### src/sv/sbal_pkg.sv
`timescale 1ns / 1ps
`default_nettype none
package sbal_pkg;
    localparam int LIST_COUNT    = 4;
    localparam int CLASS_COUNT   = 10;
    localparam int REGION_BYTES  = 65536;
    localparam int HEADER_BYTES  = 24;
    localparam int NODE_COUNT    = 1024;
    localparam int MIN_BLOCK     = REGION_BYTES / 1024;
    localparam int REGION_CHUNKS = REGION_BYTES / MIN_BLOCK;
    localparam int PAIR_COUNT    = LIST_COUNT * CLASS_COUNT;
    localparam int SMALL_RAW     = MIN_BLOCK << (CLASS_COUNT - 1);
    localparam int SMALL_LIMIT   = (SMALL_RAW > REGION_BYTES / 2) ? REGION_BYTES / 2 : SMALL_RAW;
    localparam int PAIR_W        = $clog2(PAIR_COUNT);
    localparam int CLS_W         = $clog2(CLASS_COUNT + 1);
    localparam int NIDX_W        = $clog2(NODE_COUNT);
    localparam int LINK_W        = NIDX_W + 1;
    localparam int LEFT_W        = $clog2(REGION_CHUNKS + 1);
    localparam int OFF_W         = 33;
    localparam logic [LINK_W-1:0] NODE_NONE = LINK_W'(NODE_COUNT);

    localparam logic CFG_ARENA_BASE  = 1'b0;
    localparam logic CFG_ARENA_BYTES = 1'b1;

    typedef enum logic [1:0] {ST_IDLE, ST_PAIR, ST_NODE} t_state;

    typedef struct packed {
        logic [LINK_W-1:0] head;
        logic [OFF_W-1:0]  cursor;
        logic [LEFT_W-1:0] left;
    } t_pair_ent;

    // smallest class whose block holds s bytes, capped at the top class
    function automatic logic [CLS_W-1:0] class_of(input logic [OFF_W-1:0] s);
        logic [CLS_W-1:0] c;
        c = '0;
        for (int i = 0; i < CLASS_COUNT - 1; i++) begin
            if ((OFF_W'(MIN_BLOCK) << i) < s) c = c + 1'b1;
        end
        return c;
    endfunction
endpackage
`default_nettype wire

### src/sv/sbal_pair_store.sv
`timescale 1ns / 1ps
`default_nettype none
module sbal_pair_store
    import sbal_pkg::*;
(
    input  wire logic              i_clk,
    input  wire logic              i_rst_n,
    input  wire logic              i_rd_en,
    input  wire logic [PAIR_W-1:0] i_rd_addr,
    input  wire logic              i_wr_en,
    input  wire logic [PAIR_W-1:0] i_wr_addr,
    input  wire t_pair_ent         i_wr_data,
    output t_pair_ent              o_rd_data
);
    t_pair_ent                r_mem [PAIR_COUNT];
    logic [PAIR_COUNT-1:0]    r_vld;
    t_pair_ent                r_q;
    logic                     r_q_vld;

    always_ff @(posedge i_clk) begin
        if (i_wr_en) r_mem[i_wr_addr] <= i_wr_data;
        if (i_rd_en) r_q <= r_mem[i_rd_addr];
    end

    always_ff @(posedge i_clk) begin
        if (!i_rst_n) begin
            r_vld   <= '0;
            r_q_vld <= 1'b0;
        end else begin
            if (i_wr_en) r_vld[i_wr_addr] <= 1'b1;
            if (i_rd_en) r_q_vld <= r_vld[i_rd_addr];
        end
    end

    // an entry never written reads as empty stack, no carve region
    always_comb begin
        if (r_q_vld) o_rd_data = r_q;
        else o_rd_data = '{head: NODE_NONE, cursor: '0, left: '0};
    end
endmodule
`default_nettype wire

### config.mk
export PLATFORM = sky130hd
export DESIGN_NAME = sbal_pair_store
export DESIGN_NICKNAME = d
export VERILOG_FILES = /design/src/sv/sbal_pkg.sv /design/src/sv/sbal_pair_store.sv
export SDC_FILE = /design/constraint.sdc
export NUM_CORES = 2
export LEC_CHECK = 0
export BUFFER_PORTS_ARGS = -buffer_cell sky130_fd_sc_hd__buf_2
export CAP_MARGIN = 15
export CORE_AREA = 2 2 409 411
export DETAILED_ROUTE_END_ITERATION = 10
export DIE_AREA = 0 0 411 413
export PLACE_DENSITY = 0.69
export SLEW_MARGIN = 20
export SYNTH_ARGS = -nofsm -noshare
export SYNTH_HDL_FRONTEND = slang
export SYNTH_SLANG_ARGS = --single-unit
### constraint.sdc
create_clock -name i_clk -period 15.7 [get_ports i_clk]
set_clock_uncertainty 0.1 [all_clocks]
set_input_delay 1.57 -clock i_clk [delete_from_list [all_inputs] [get_ports i_clk]]
set_output_delay 1.57 -clock i_clk [all_outputs]
set_load 0.005 [all_outputs]
; ---- Word-level counts from Yosys, hierarchy flattened
; Memory sizes are Yosys's and may differ from the RTL's. A register that Yosys moved wholly into a read port is not among the register bits.
; Cells that the tools add are included.
[word_totals]
mem_bits_rw = 2200
mem_bits_ro = 0
n_memories = 1
ff_bits = 41
latchBits = 0
[op_classes]
div_mod_pow = 0
muxes = 7
mul = 0
magnitude_cmp = 3
n_bitwise = 1
addsub = 0
shift = 0
reduce_logical = 1
eq_ne = 0
[mem_list]
columns = name, depth, width, rd, rd_clocked_by_memory_dff, write_ports, line
row1 = r_mem, 40, 55, 1, 1, 1, sbal_pair_store.sv:15  ; t_pair_ent r_mem [PAIR_COUNT];
[ops]
columns = operator, n
row1 = 2-to-1 mux 55 bit, 1
row2 = bitwise OR 40 bit, 1
row3 = less-than comparator 6 x 7 -> 1 bit (second input constant), 2
row4 = binary-select mux 1 bit (select 6 bit), 1
row5 = demux 1 bit (select 6 bit), 1
row6 = greater-or-equal comparator 6 x 1 -> 1 bit (second input constant), 1
row7 = 2-to-1 mux 1 bit, 4
row8 = logical AND 1 bit, 1

; ---- Depth between registers and ports, before layout
[depth]
ltp_word = 5
ltp_mapped = 9
mapped_depth_nobuf = 5

; ---- Worst setup path before layout
; OpenSTA, ideal clock, no wires.
[synth_path]
path_kind = input to register
startpoint = in i_wr_addr[5]
endpoint = mem r_mem[18][0] (netlist name), enable pin
path_buffers = 0
arrival_ns = 5.775
path_stages = 3
setup_slack_ns = 9.287
setup_time_ns = 0.538
path_cell_list = nor3b_1 nand3_1 nor3_1
[synth_rtl]
columns = element, line
row1 = start: declaration, sbal_pair_store.sv:11  ; input wire logic [PAIR_W-1:0] i_wr_addr,
row2 = end: declaration, sbal_pair_store.sv:15
; Straight into the memory's write port.

==> flow_summary.toml <==
[status]
outcome = "finished, final reports clean"

[final_layout]
fin_nets = 4179
drive_gt1_frac = 0.273
syn2layout_area_growth_pct = 11.7
fill_cells = 11700
final_common_cell = "edfxtp_1"
final_cell_mix = "2255 x edfxtp_1, 496 x mux4_2, 218 x clkbuf_16, 119 x buf_2, 117 x a22oi_1"

[synthesis]
synthSimpleGateAreaFrac = 0.0159
synthAdderAreaFrac = 0
synth_seq_area_share = 0.786
yosysUniqueCellTypes = 43
synth-compound-area-share = 0.0308
syn_nets = 3963
yosys_most_used_dff = "edfxtp_1"
synth_top_family_by_area = "multiplexers"
synth_edf_count = 2255
ys_ff_latch = 2296
avgSynthCellArea_um2 = 22.4
synthArstFlopShare = 0
synth_xor_area_frac = 0
synthMuxAreaShare = 0.154
ys_warn_count = 0
netlist_instances = 3892
netlist_area_um2 = 87100

[sta]
holdWs_ns = 0.364
worst_pin_slew_ns = 1.17
hold_violations = 0
rsz0062_at_grt = "false"
setup_viol = 0
maxSlewViolCount = 0
min_period_over_period = 0.339
period_needed_ns = 5.32
fmax_ghz = 0.188
maxSlewHeadroom = 0.221
tns_ns = 0

[worst_setup_path]
arrival_ns = 5.79
crit_top_cell = "buf_4"
r2r_start = "r_mem[28][16]"
critical-path-max-stage-delay_ns = 0.79
critPathMaxFanout = 58
r2r_slack_ns = 13.29
start_kind = "input pin"
crit_chain = "buf_8 -> buf_4 -> buf_4 -> buf_4 -> mux4_2 -> a22oi_1 -> a21oi_1 -> nor4_1 -> a21oi_1"
slowest_stage = "buf_4"
end_kind = "flop"
crit_path_start = "i_rd_addr[0]"
critPathKind = "input pin to flop"
required_ns = 16.17

[global_routing]
grt_max_degree = 139
grt_pass1_wl_mm = 306
overflow = 0
grt_util_all_layers = 0.255
grt_pass1_vias = 42300
antenna_found_initial = 15

[detailed_routing]
totalWireLength_mm = 216
avgViaCountPerCell = 6.52
dr.pass1.iters = 5
post_drt_wl_per_cell_um = 33.2
postRouteAntennaNets = 0
drtIter0Drc = 5930
drc_errors = 0
vias = 42400

[power_and_ir_drop]
irDropWorstVdd_v = 0.000109
p_leak_nw = 30.5
design_power_total_mw = 12.4
power_density_nw_per_um2 = 127

[worst_hold_path]
hp-class = "flop to flop"
hold_path.startpoint = "r_vld[37]"

[clocking]
cts_tree = "yes"
clock_path_buffers = 3
cts_buffers = 216
cts_hold_buf = 0
clock_sinks = 2296
htreeDepth = 4
cts_resized = 0
cts_root_buf = "clkbuf_16"
clk-insertion-delay-late_ns = 0.86
path_clk_slew_ns = 0.06
post_cts_buffers = 0

[floorplanning]
die_w_um = 411
coreArea_um2 = 166000
start_util = 0.525
io_pins = 126
dieArea_um2 = 170000
rows = 150
die_h_um = 413

[placed_design]
hpwl_mm = 106
place.gp.congestion = 0.753
port_buffers = 125

[run]
maxCapViolations = 0
## metrics by stage
stage	instance area, µm²	setup WS [ns]	utilization	cells
4_1_cts	97400	10.25	0.587	6495
2_1_floorplan	87100	9.29	-	3892
6_report	97400	10.38	0.587	6496
3_3_place_gp	90500	9.29	0.545	6093
5_1_grt	97400	9.89	0.587	6496
3_5_place_dp	90500	9.31	0.546	6094
## layer usage
metal  up-vias  part of all wire  wire (µm)  global-route usage
met5         -           0.00020         43                   0
met1     22800              0.40      87200               0.376
met2      2258              0.48     103000               0.397
met3       321             0.095      20500              0.0484
li1      16900                 -          -                   -
met4         8             0.024       5080              0.0687
## path summary, 6_finish.rpt
kind | depth (start not counted) | to
min | 1 | r_vld[37]
min reg2reg | 1 | r_vld[37]
max | 9 | r_q[28]
max reg2reg | 5 | r_q[16]
## worst max-delay path, delay by kind of cell
family,cells,cell delay [ns]
AOI/OAI and AO/OA,3,0.39
and+or+nand+nor,1,0.42
buffers and inverters,4,2.72
muxes,1,0.57
## cell families after synthesis
family	count (synthesis)
buffers and inverters	222
AOI/OAI and AO/OA	402
DFF	2296
muxes	705
and+or+nand+nor	267
## final cells by class
class	instances	area (µm²)	area share
repair buffers	218	1420	0.0146
well taps	2204	2760	0.0283
diodes	1	2.50	0.0000257
multi-input cells	1374	17800	0.183
clock buffers	262	5620	0.0577
flip-flops and latches	2296	68500	0.704
inverters	2	7.51	0.0000771
clock inverters	139	1240	0.0127
## state kept, by name, summed over array words and instances, names as in the netlist
signal   cells
r_vld       40
r_q_vld      1
r_mem     2200
r_q         55
## cells in the mapped netlist, drive strengths merged (6+ instances only)
master	number	share of area
nand3b	6	0.00052
nor2	81	0.0035
clkbuf	104	0.0045
nand2b	8	0.00057
o2bb2ai	10	0.0010
mux2i	108	0.012
or4	9	0.00078
o21a	40	0.0034
nor2b	10	0.00072
buf	116	0.0087
dfxtp	41	0.0094
a211oi	42	0.0036
mux4	496	0.13
o22ai	78	0.0056
nand3	19	0.0011
and2	56	0.0040
a21oi	63	0.0036
nor3	8	0.00046
o21ai	41	0.0024
nor4	30	0.0022
mux2	101	0.013
nand2	28	0.0012
a22oi	117	0.010
edfxtp	2255	0.78
## power by group
part / leakage (nW) / total, mW / internal (mW) / switching [mW]
clock: 3.34 / 5.08 / 2.83 / 2.25
combinational: 6.49 / 0.530 / 0.197 / 0.333
sequential: 20.7 / 6.81 / 6.79 / 0.0183
Power figures use the tool's default switching activity.
